### src/rtl/cete_pkg.sv
// Package for the capped event table: request and status codes, port layout.
// Depends on nothing; used by capped_event_table_evict_oldest_top.
`timescale 1ns / 1ps

package cete_pkg;

    // Request kinds carried in s_tuser
    localparam logic REQ_UPSERT = 1'b0;
    localparam logic REQ_READ   = 1'b1;

    // Result status carried in m_tuser
    typedef logic [2:0] status_t;
    localparam status_t STATUS_UPDATED    = 3'd0;
    localparam status_t STATUS_APPENDED   = 3'd1;
    localparam status_t STATUS_EVICTED    = 3'd2;
    localparam status_t STATUS_READ_OK    = 3'd3;
    localparam status_t STATUS_READ_EMPTY = 3'd4;

    // Fixed field widths
    localparam int ID_W        = 32;
    localparam int PAY_PORT_W  = 64;
    localparam int SLOT_W      = 4;
    localparam int COUNT_W     = 5;
    localparam int CFG_W       = 5;

    // Stream data widths, padded to whole bytes
    localparam int S_TDATA_W   = 104;
    localparam int M_TDATA_W   = 112;

    // Input tdata field offsets
    localparam int S_ID_LSB    = 0;
    localparam int S_PAY_LSB   = 32;
    localparam int S_SLOT_LSB  = 96;

endpackage

### src/rtl/capped_event_table_evict_oldest_top.sv
// Capped event table top level: id and payload memories with a sequencer.
// Depends on cete_pkg for request codes, status codes and port layout.
`timescale 1ns / 1ps

// Keeps a packed table of up to DEPTH entries (signed 32-bit id plus payload)
// in two one-port-read, one-port-write memories with registered reads. One
// request is worked on at a time, and a new request is taken the cycle after
// the previous result is loaded into the output register. A read request for
// a slot below the stored count takes a memory read, while one at or above
// the stored count gets an empty result with no read. An upsert scans the
// stored ids one slot per cycle through the id memory read port, then does an
// update, an append or one eviction and append; an upsert into an empty table
// appends without a scan. Each eviction beyond the first adds another scan of
// the remaining stored entries. The cap register (max_entries) is taken at
// any time on the cfg channel and should be written only while the block is
// idle; 0 acts as 1 and values above DEPTH act as DEPTH. The result sits in an
// output register, so the next request is accepted while a result waits.
// Memory contents are undefined after reset; only slots below the stored
// count are ever read.
module capped_event_table_evict_oldest_top #(
    parameter int DEPTH        = 16,
    parameter int PAYLOAD_BITS = 64
) (
    input  logic                            aclk,
    input  logic                            aresetn,
    // configuration: max_entries[4:0]
    input  logic                            cfg_valid,
    output logic                            cfg_ready,
    input  logic [cete_pkg::CFG_W-1:0]      cfg_data,
    // requests
    input  logic                            s_tvalid,
    output logic                            s_tready,
    // s_tdata: entry_id[31:0], entry_payload[95:32], read_slot[99:96], zero pad
    input  logic [cete_pkg::S_TDATA_W-1:0]  s_tdata,
    // s_tuser: req_type[0]
    input  logic                            s_tuser,
    // results
    output logic                            m_tvalid,
    input  logic                            m_tready,
    // m_tdata: slot_index[3:0], evicted_count[8:4], entry_count[13:9],
    //          out_id[45:14], out_payload[109:46], zero pad
    output logic [cete_pkg::M_TDATA_W-1:0]  m_tdata,
    // m_tuser: status[2:0]
    output logic [2:0]                      m_tuser
);

    localparam int IW     = (DEPTH > 1) ? $clog2(DEPTH) : 1;
    localparam int CW     = $clog2(DEPTH + 1);
    localparam int CMP_W  = (CW > cete_pkg::CFG_W) ? CW : cete_pkg::CFG_W;
    localparam int RD_W   = (CW > cete_pkg::SLOT_W) ? CW : cete_pkg::SLOT_W;

    localparam logic [2:0] ST_IDLE   = 3'd0;
    localparam logic [2:0] ST_SCAN   = 3'd1;
    localparam logic [2:0] ST_DECIDE = 3'd2;
    localparam logic [2:0] ST_MOVE   = 3'd3;
    localparam logic [2:0] ST_APPEND = 3'd4;
    localparam logic [2:0] ST_RDWAIT = 3'd5;
    localparam logic [2:0] ST_DONE   = 3'd6;

    // Table storage
    logic [cete_pkg::ID_W-1:0] id_mem  [DEPTH];
    logic [PAYLOAD_BITS-1:0]   pay_mem [DEPTH];

    // Memory port signals
    logic                      rd_en;
    logic [IW-1:0]             rd_addr;
    logic [cete_pkg::ID_W-1:0] rd_id_reg;
    logic [PAYLOAD_BITS-1:0]   rd_pay_reg;
    logic                      id_we;
    logic                      pay_we;
    logic [IW-1:0]             wr_addr;
    logic [cete_pkg::ID_W-1:0] wr_id;
    logic [PAYLOAD_BITS-1:0]   wr_pay;

    // Control state
    logic [2:0]                state_reg, state_next;
    logic [CW-1:0]             count_reg, count_next;
    logic [cete_pkg::CFG_W-1:0] max_entries_reg;
    logic [CW-1:0]             issue_cnt_reg, issue_cnt_next;
    logic                      data_vld_reg, data_vld_next;
    logic                      m_tvalid_reg, m_tvalid_next;

    // Per-request working registers
    logic [IW-1:0]             data_idx_reg, data_idx_next;
    logic                      first_reg, first_next;
    logic                      found_reg, found_next;
    logic [IW-1:0]             match_idx_reg, match_idx_next;
    logic [IW-1:0]             min_idx_reg, min_idx_next;
    logic [cete_pkg::ID_W-1:0] min_id_reg, min_id_next;
    logic [CW-1:0]             evicted_reg, evicted_next;
    logic [cete_pkg::ID_W-1:0] req_id_reg, req_id_next;
    logic [PAYLOAD_BITS-1:0]   req_pay_reg, req_pay_next;
    cete_pkg::status_t         res_status_reg, res_status_next;
    logic [cete_pkg::SLOT_W-1:0] res_slot_reg, res_slot_next;
    logic [cete_pkg::ID_W-1:0] res_id_reg, res_id_next;
    logic [PAYLOAD_BITS-1:0]   res_pay_reg, res_pay_next;
    logic [cete_pkg::M_TDATA_W-1:0] m_tdata_reg, m_tdata_next;
    cete_pkg::status_t         m_tuser_reg, m_tuser_next;

    // Derived values
    logic [CMP_W-1:0]          cap_eff;
    logic                      s_accept;
    logic [cete_pkg::SLOT_W-1:0] s_slot;
    logic                      scan_issue;
    logic [CW-1:0]             count_dec;
    logic [CW-1:0]             last_slot;

    assign cfg_ready = 1'b1;
    assign s_tready  = (state_reg == ST_IDLE);
    assign s_accept  = s_tvalid && s_tready;
    assign s_slot    = s_tdata[cete_pkg::S_SLOT_LSB +: cete_pkg::SLOT_W];
    assign m_tvalid  = m_tvalid_reg;
    assign m_tdata   = m_tdata_reg;
    assign m_tuser   = m_tuser_reg;
    assign count_dec = count_reg - CW'(1);
    assign last_slot = count_dec;
    assign scan_issue = (issue_cnt_reg < count_reg);

    // Clamp the cap into 1..DEPTH
    always_comb begin
        if (max_entries_reg == '0) begin
            cap_eff = CMP_W'(1);
        end else if (CMP_W'(max_entries_reg) > CMP_W'(DEPTH)) begin
            cap_eff = CMP_W'(DEPTH);
        end else begin
            cap_eff = CMP_W'(max_entries_reg);
        end
    end

    // Sequencer: scan, update, evict, append, read
    always_comb begin
        state_next      = state_reg;
        count_next      = count_reg;
        issue_cnt_next  = issue_cnt_reg;
        data_vld_next   = 1'b0;
        data_idx_next   = data_idx_reg;
        first_next      = first_reg;
        found_next      = found_reg;
        match_idx_next  = match_idx_reg;
        min_idx_next    = min_idx_reg;
        min_id_next     = min_id_reg;
        evicted_next    = evicted_reg;
        req_id_next     = req_id_reg;
        req_pay_next    = req_pay_reg;
        res_status_next = res_status_reg;
        res_slot_next   = res_slot_reg;
        res_id_next     = res_id_reg;
        res_pay_next    = res_pay_reg;
        m_tvalid_next   = m_tvalid_reg && !m_tready;
        m_tdata_next    = m_tdata_reg;
        m_tuser_next    = m_tuser_reg;
        rd_en           = 1'b0;
        rd_addr         = '0;
        id_we           = 1'b0;
        pay_we          = 1'b0;
        wr_addr         = '0;
        wr_id           = req_id_reg;
        wr_pay          = req_pay_reg;

        unique case (state_reg)
            ST_IDLE: begin
                if (s_accept) begin
                    req_id_next    = s_tdata[cete_pkg::S_ID_LSB +: cete_pkg::ID_W];
                    req_pay_next   = s_tdata[cete_pkg::S_PAY_LSB +: PAYLOAD_BITS];
                    res_id_next    = '0;
                    res_pay_next   = '0;
                    evicted_next   = '0;
                    first_next     = 1'b1;
                    found_next     = 1'b0;
                    issue_cnt_next = '0;
                    if (s_tuser == cete_pkg::REQ_READ) begin
                        res_slot_next = s_slot;
                        if (RD_W'(s_slot) < RD_W'(count_reg)) begin
                            rd_en           = 1'b1;
                            rd_addr         = IW'(s_slot);
                            res_status_next = cete_pkg::STATUS_READ_OK;
                            state_next      = ST_RDWAIT;
                        end else begin
                            res_status_next = cete_pkg::STATUS_READ_EMPTY;
                            state_next      = ST_DONE;
                        end
                    end else if (count_reg == '0) begin
                        state_next = ST_APPEND;
                    end else begin
                        state_next = ST_SCAN;
                    end
                end
            end

            ST_SCAN: begin
                // Issue one slot read a cycle, compare the slot read last cycle
                if (scan_issue) begin
                    rd_en          = 1'b1;
                    rd_addr        = issue_cnt_reg[IW-1:0];
                    issue_cnt_next = issue_cnt_reg + CW'(1);
                end
                data_vld_next = scan_issue;
                data_idx_next = issue_cnt_reg[IW-1:0];
                if (data_vld_reg) begin
                    if (first_reg && !found_reg && (rd_id_reg == req_id_reg)) begin
                        found_next     = 1'b1;
                        match_idx_next = data_idx_reg;
                    end
                    if ((data_idx_reg == '0) ||
                        ($signed(rd_id_reg) < $signed(min_id_reg))) begin
                        min_id_next  = rd_id_reg;
                        min_idx_next = data_idx_reg;
                    end
                    if (!scan_issue) begin
                        state_next = ST_DECIDE;
                    end
                end
            end

            ST_DECIDE: begin
                if (first_reg && found_reg) begin
                    // Overwrite the payload of the matching slot
                    pay_we          = 1'b1;
                    wr_addr         = match_idx_reg;
                    res_status_next = cete_pkg::STATUS_UPDATED;
                    res_slot_next   = cete_pkg::SLOT_W'(match_idx_reg);
                    state_next      = ST_DONE;
                end else if ((CMP_W'(count_reg) >= cap_eff) && (count_reg != '0)) begin
                    // Fetch the last entry to fill the evicted slot
                    rd_en      = 1'b1;
                    rd_addr    = last_slot[IW-1:0];
                    state_next = ST_MOVE;
                end else begin
                    state_next = ST_APPEND;
                end
            end

            ST_MOVE: begin
                id_we          = 1'b1;
                pay_we         = 1'b1;
                wr_addr        = min_idx_reg;
                wr_id          = rd_id_reg;
                wr_pay         = rd_pay_reg;
                count_next     = count_dec;
                evicted_next   = evicted_reg + CW'(1);
                first_next     = 1'b0;
                issue_cnt_next = '0;
                if ((CMP_W'(count_dec) >= cap_eff) && (count_dec != '0)) begin
                    state_next = ST_SCAN;
                end else begin
                    state_next = ST_APPEND;
                end
            end

            ST_APPEND: begin
                id_we           = 1'b1;
                pay_we          = 1'b1;
                wr_addr         = count_reg[IW-1:0];
                count_next      = count_reg + CW'(1);
                res_slot_next   = cete_pkg::SLOT_W'(count_reg);
                res_status_next = (evicted_reg != '0) ? cete_pkg::STATUS_EVICTED
                                                      : cete_pkg::STATUS_APPENDED;
                state_next      = ST_DONE;
            end

            ST_RDWAIT: begin
                res_id_next  = rd_id_reg;
                res_pay_next = rd_pay_reg;
                state_next   = ST_DONE;
            end

            ST_DONE: begin
                // Hand the result over once the output register is free
                if (!m_tvalid_reg || m_tready) begin
                    m_tvalid_next = 1'b1;
                    m_tuser_next  = res_status_reg;
                    m_tdata_next  = {2'b00,
                                     cete_pkg::PAY_PORT_W'(res_pay_reg),
                                     res_id_reg,
                                     cete_pkg::COUNT_W'(count_reg),
                                     cete_pkg::COUNT_W'(evicted_reg),
                                     res_slot_reg};
                    state_next    = ST_IDLE;
                end
            end

            default: begin
                state_next = ST_IDLE;
            end
        endcase
    end

    // Table memories: one write and one registered read per cycle
    always_ff @(posedge aclk) begin
        if (id_we) begin
            id_mem[wr_addr] <= wr_id;
        end
        if (pay_we) begin
            pay_mem[wr_addr] <= wr_pay;
        end
        if (rd_en) begin
            rd_id_reg  <= id_mem[rd_addr];
            rd_pay_reg <= pay_mem[rd_addr];
        end
    end

    // Control registers
    always_ff @(posedge aclk) begin
        if (!aresetn) begin
            state_reg       <= ST_IDLE;
            count_reg       <= '0;
            max_entries_reg <= cete_pkg::CFG_W'(16);
            issue_cnt_reg   <= '0;
            data_vld_reg    <= 1'b0;
            m_tvalid_reg    <= 1'b0;
        end else begin
            state_reg     <= state_next;
            count_reg     <= count_next;
            issue_cnt_reg <= issue_cnt_next;
            data_vld_reg  <= data_vld_next;
            m_tvalid_reg  <= m_tvalid_next;
            if (cfg_valid && cfg_ready) begin
                max_entries_reg <= cfg_data;
            end
        end
    end

    // Working and result registers
    always_ff @(posedge aclk) begin
        data_idx_reg   <= data_idx_next;
        first_reg      <= first_next;
        found_reg      <= found_next;
        match_idx_reg  <= match_idx_next;
        min_idx_reg    <= min_idx_next;
        min_id_reg     <= min_id_next;
        evicted_reg    <= evicted_next;
        req_id_reg     <= req_id_next;
        req_pay_reg    <= req_pay_next;
        res_status_reg <= res_status_next;
        res_slot_reg   <= res_slot_next;
        res_id_reg     <= res_id_next;
        res_pay_reg    <= res_pay_next;
        m_tdata_reg    <= m_tdata_next;
        m_tuser_reg    <= m_tuser_next;
    end

    // Stored count stays within the table
    a_count_bound: assert property (@(posedge aclk) disable iff (!aresetn)
        CW'(count_reg) <= CW'(DEPTH))
        else $error("stored count exceeds table depth");

    // No read and write of the same entry in one cycle
    a_no_rw_overlap: assert property (@(posedge aclk) disable iff (!aresetn)
        !(rd_en && (id_we || pay_we) && (rd_addr == wr_addr)))
        else $error("read and write of the same entry overlap");

    // An append grows the table by one
    a_append_grows: assert property (@(posedge aclk) disable iff (!aresetn)
        (state_reg == ST_APPEND) |=> (count_reg == $past(count_reg) + CW'(1)))
        else $error("append did not advance the stored count");

    // An in-place update never reports evictions
    a_update_no_evict: assert property (@(posedge aclk) disable iff (!aresetn)
        (state_reg == ST_DONE && res_status_reg == cete_pkg::STATUS_UPDATED)
        |-> (evicted_reg == '0))
        else $error("update reported evictions");

    // Eviction only runs while the table is at or above the cap
    a_evict_at_cap: assert property (@(posedge aclk) disable iff (!aresetn)
        (state_reg == ST_MOVE) |-> (CMP_W'(count_reg) >= cap_eff))
        else $error("eviction below the cap");

endmodule
### config.mk
export PLATFORM = sky130hd
export DESIGN_NAME = capped_event_table_evict_oldest_top
export DESIGN_NICKNAME = d
export VERILOG_FILES = /design/src/rtl/cete_pkg.sv /design/src/rtl/capped_event_table_evict_oldest_top.sv
export SDC_FILE = /design/constraint.sdc
export NUM_CORES = 2
export LEC_CHECK = 0
export BUFFER_PORTS_ARGS = -buffer_cell sky130_fd_sc_hd__buf_2
export CORE_MARGIN = 2
export CORE_UTILIZATION = 25
export CTS_BUF_LIST = sky130_fd_sc_hd__clkbuf_8
export DETAILED_ROUTE_END_ITERATION = 6
export MAX_ROUTING_LAYER = met4
export PLACE_DENSITY_LB_ADDON = 0.12
export REMOVE_ABC_BUFFERS = 1
export SETUP_SLACK_MARGIN = 0.02
export SLEW_MARGIN = 20
export SYNTH_ARGS = -nofsm -noshare
export SYNTH_HDL_FRONTEND = slang
export SYNTH_SLANG_ARGS = --single-unit
### constraint.sdc
create_clock -name aclk -period 11.1 [get_ports aclk]
set_clock_uncertainty 0.05 [all_clocks]
set_input_delay 1.11 -clock aclk [delete_from_list [all_inputs] [get_ports aclk]]
set_output_delay 1.11 -clock aclk [all_outputs]
set_load 0.05 [all_outputs]
==> results.json <==
{
  "synth_top_cell_by_area": "edfxtp_1",
  "antenna_left": 0,
  "max-cap-violations": 0,
  "syn_to_final_growth_pct": 16.05,
  "first_global_vias": 45340,
  "ys_ff_latch": 2015,
  "grt_max_degree": 177,
  "grt_pass1_wl_mm": 339.5,
  "r2r-end": "pay_mem[10][37]$_DFFE_PP_",
  "cp_max_fo": 34,
  "cts_sinks": 2015,
  "layout.nets": 5646,
  "post-route-period-util_pct": 49.14,
  "synth_cells": 5094,
  "crit_required_ns": 11.61,
  "critPathMostFrequentCell": "buf_4",
  "rows": 205,
  "crit_arrival_ns": 5.96,
  "numCtsBuffers": 369,
  "fin_crit_ns": 5.454,
  "port_buffers": 225,
  "start_kind": "flip-flop",
  "reg2reg_from": "state_reg[0]$_SDFFE_PN0P_",
  "place_ws_ns": 5.351,
  "vias_per_cell": 4.540,
  "grt_overflow_total": 0,
  "crit_chain": "inv_1 -> and3_1 -> a222oi_1 -> nand2b_1 -> nor2_4 -> buf_4 -> buf_4",
  "crit_type": "reg2reg",
  "multi_input_area_mm2": 0.01649,
  "netlist_area_mm2": 0.07816,
  "dp_hpwl_mm": 120.6,
  "die_h_um": 563.2,
  "endpoint": "pay_mem[10][37]$_DFFE_PP_",
  "tightest_slew_ns": 1.114,
  "cts_tree": "done",
  "cts.clk_slew.worst_paths_ns": 0.06,
  "slew_viol_final": 0,
  "r2r_setup_slack_ns": 5.65,
  "hold_path.class": "in2reg",
  "insertion_delay_ns": 0.98,
  "io_pins": 233,
  "peakVddDrop_mv": 0.1199,
  "crit_start": "state_reg[0]$_SDFFE_PN0P_",
  "drc": 2,
  "ctsResizeCount": 0,
  "setup_viol": 0,
  "final_cell_mix": "edfxtp_1, nand2_1, a21oi_1",
  "drive_gt1_share_pct": 14.44,
  "finalSetupTns_ns": 0,
  "slowest_delay_ns": 0.94,
  "initialDrtViolationCount": 3353,
  "largest_reg_flops": 1024,
  "dieArea_mm2": 0.3171,
  "timing.fmax_mhz": 183.3,
  "synth_area_leaders": "edfxtp_1, nand2_1, mux2i_1, a21oi_1, a221o_1",
  "rr_worst_depth": 7,
  "grt_util_all_layers_pct": 15.20,
  "start_util_pct": 25.10,
  "yosys_warnings": 0,
  "nFillCells": 31490,
  "totalWireLength_mm": 240.1,
  "h-tree-depth": 5,
  "setup_ws_ns": 5.646,
  "p_per_area_mw_per_mm2": 223.7,
  "die_x_um": 563.2,
  "synth_ff_type": "edfxtp_1",
  "register_area_mm2": 0.06031,
  "final_common_cell": "edfxtp_1",
  "status": "complete, but fails checks",
  "first_pass_iters": 7,
  "synth_edf_count": 1995,
  "slew_headroom_pct": 25.68,
  "seq_area_frac_synth_pct": 77.16,
  "antenna_found_initial": 19,
  "rsz0062_at_grt": "no",
  "avgSynthCellArea_um2": 15.34,
  "postCtsSetupBuffers": 0,
  "slowest_stage": "a222oi_1",
  "vias": 44960,
  "p_leak_nw": 29.44,
  "synth_top_area_share_pct": 76.64,
  "final_hold_viol_count": 0,
  "gp_congestion": 0.7105,
  "power_mw": 20.29,
  "cts_root_buf": "clkbuf_8",
  "end_kind": "flip-flop",
  "failed_checks": "design-rule violations",
  "wire_per_inst_um": 24.24,
  "ys_types": 64,
  "cts_hold_buf": 0,
  "core_region_area_mm2": 0.3114,
  "async_reset_ff_share_pct": 0,
  "clk_path_buf_depth": 4
}
[where the power goes]
part / switching (mW) / internal (mW) / leakage [nW] / total [mW]
Sequential: 0.409 / 9.97 / 18.3 / 10.4
Combinational: 2.71 / 0.875 / 7.49 / 3.58
Clock: 3.17 / 3.17 / 3.66 / 6.33
Total: 6.28 / 14.0 / 29.4 / 20.3
[through the flow]
step	hold slack (ns)	cell area, um^2	utilization (%)	instances
floorplan	0.3503	76690	-	4765
global placement	0.3528	84280	27.07	9244
detailed placement	0.3545	84280	27.07	9244
CTS	0.1108	90650	29.11	9888
global route	0.1460	90680	29.12	9892
finish	0.2535	90710	29.13	9903
[worst max-delay path, delay by kind of cell (launching register included)]
kind / cells / cell delay (ns)
buffers and inverters: 3 / 1.68
AND/OR/NAND/NOR: 3 / 1.68
AO/OA/AOI/OAI: 1 / 0.94
flip-flops: 1 / 0.67
[kinds of logic (layout without fill, tap and decap cells)]
| group | Yosys count | count (layout) | synth area share [%] |
|---|---|---|---|
| other | 2 | 17 | 0.009608 |
| DFF | 2015 | 2015 | 77.16 |
| and+or+nand+nor | 1421 | 1421 | 7.753 |
| xor gates and xnor gates | 46 | 46 | 0.5155 |
| AOI/OAI and AO/OA | 876 | 876 | 7.756 |
| muxes | 296 | 296 | 3.791 |
| adders and majority gates | 55 | 55 | 0.8804 |
| buffers and inverters | 383 | 1037 | 2.139 |
[cell usage after synthesis (7+ instances only)]
library cell / count
buf_1: 30
buf_2: 100
nor2_1: 54
nor3_1: 25
nor2b_1: 13
a32oi_1: 21
nand2_1: 978
inv_1: 52
ha_1: 55
xnor2_1: 12
nor4_1: 9
a31oi_1: 72
a221oi_1: 84
a221o_1: 187
a22oi_1: 27
and2_1: 7
o22ai_1: 9
buf_4: 24
edfxtp_1: 1995
mux2i_1: 296
a21o_1: 7
a21oi_1: 409
and3_1: 99
nand3_1: 196
xor2_1: 34
o21ai_0: 13
clkbuf_1: 172
a211oi_1: 7
nand4_1: 14
nand2b_1: 9
dfxtp_1: 20
[metal layers]
metal / track usage [%] / wire (um) / up-vias
met2: 23.68 / 111400 / 1148
met5: - / 0 / -
met4: 4.310 / 6102 / 0
met1: 20.50 / 111500 / 23030
li1: - / - / 20390
met3: 2.350 / 11040 / 397
[worst min path at each step]
stage | start | end | slack (ns) | depth (start not counted)
after floorplan | res_slot_reg[0]$_DFFE_PP_ | m_tdata[0]$_DFFE_PP_ | 0.35 | 0
after global placement | res_pay_reg[40]$_SDFFCE_PN0P_ | m_tdata[86]$_DFFE_PP_ | 0.35 | 0
after detailed placement | res_pay_reg[13]$_SDFFCE_PN0P_ | m_tdata[59]$_DFFE_PP_ | 0.35 | 0
after CTS | s_tdata[72] | req_pay_reg[40]$_DFFE_PP_ | 0.11 | 1
after global routing | s_tdata[38] | req_pay_reg[6]$_DFFE_PP_ | 0.15 | 1
final | s_tdata[56] | req_pay_reg[24]$_DFFE_PP_ | 0.25 | 1
[area by class of cell]
type                       instances  area share, %
antenna                           14        0.03862
tap                             4140          5.711
sequential                      2015          66.49
multi-input combinational       2697          18.18
clock inverter                   271          1.364
timing repair buffer             340          2.331
inverter                          53         0.2304
clock buffer                     373          5.660
(Power assumes the default switching activity.)
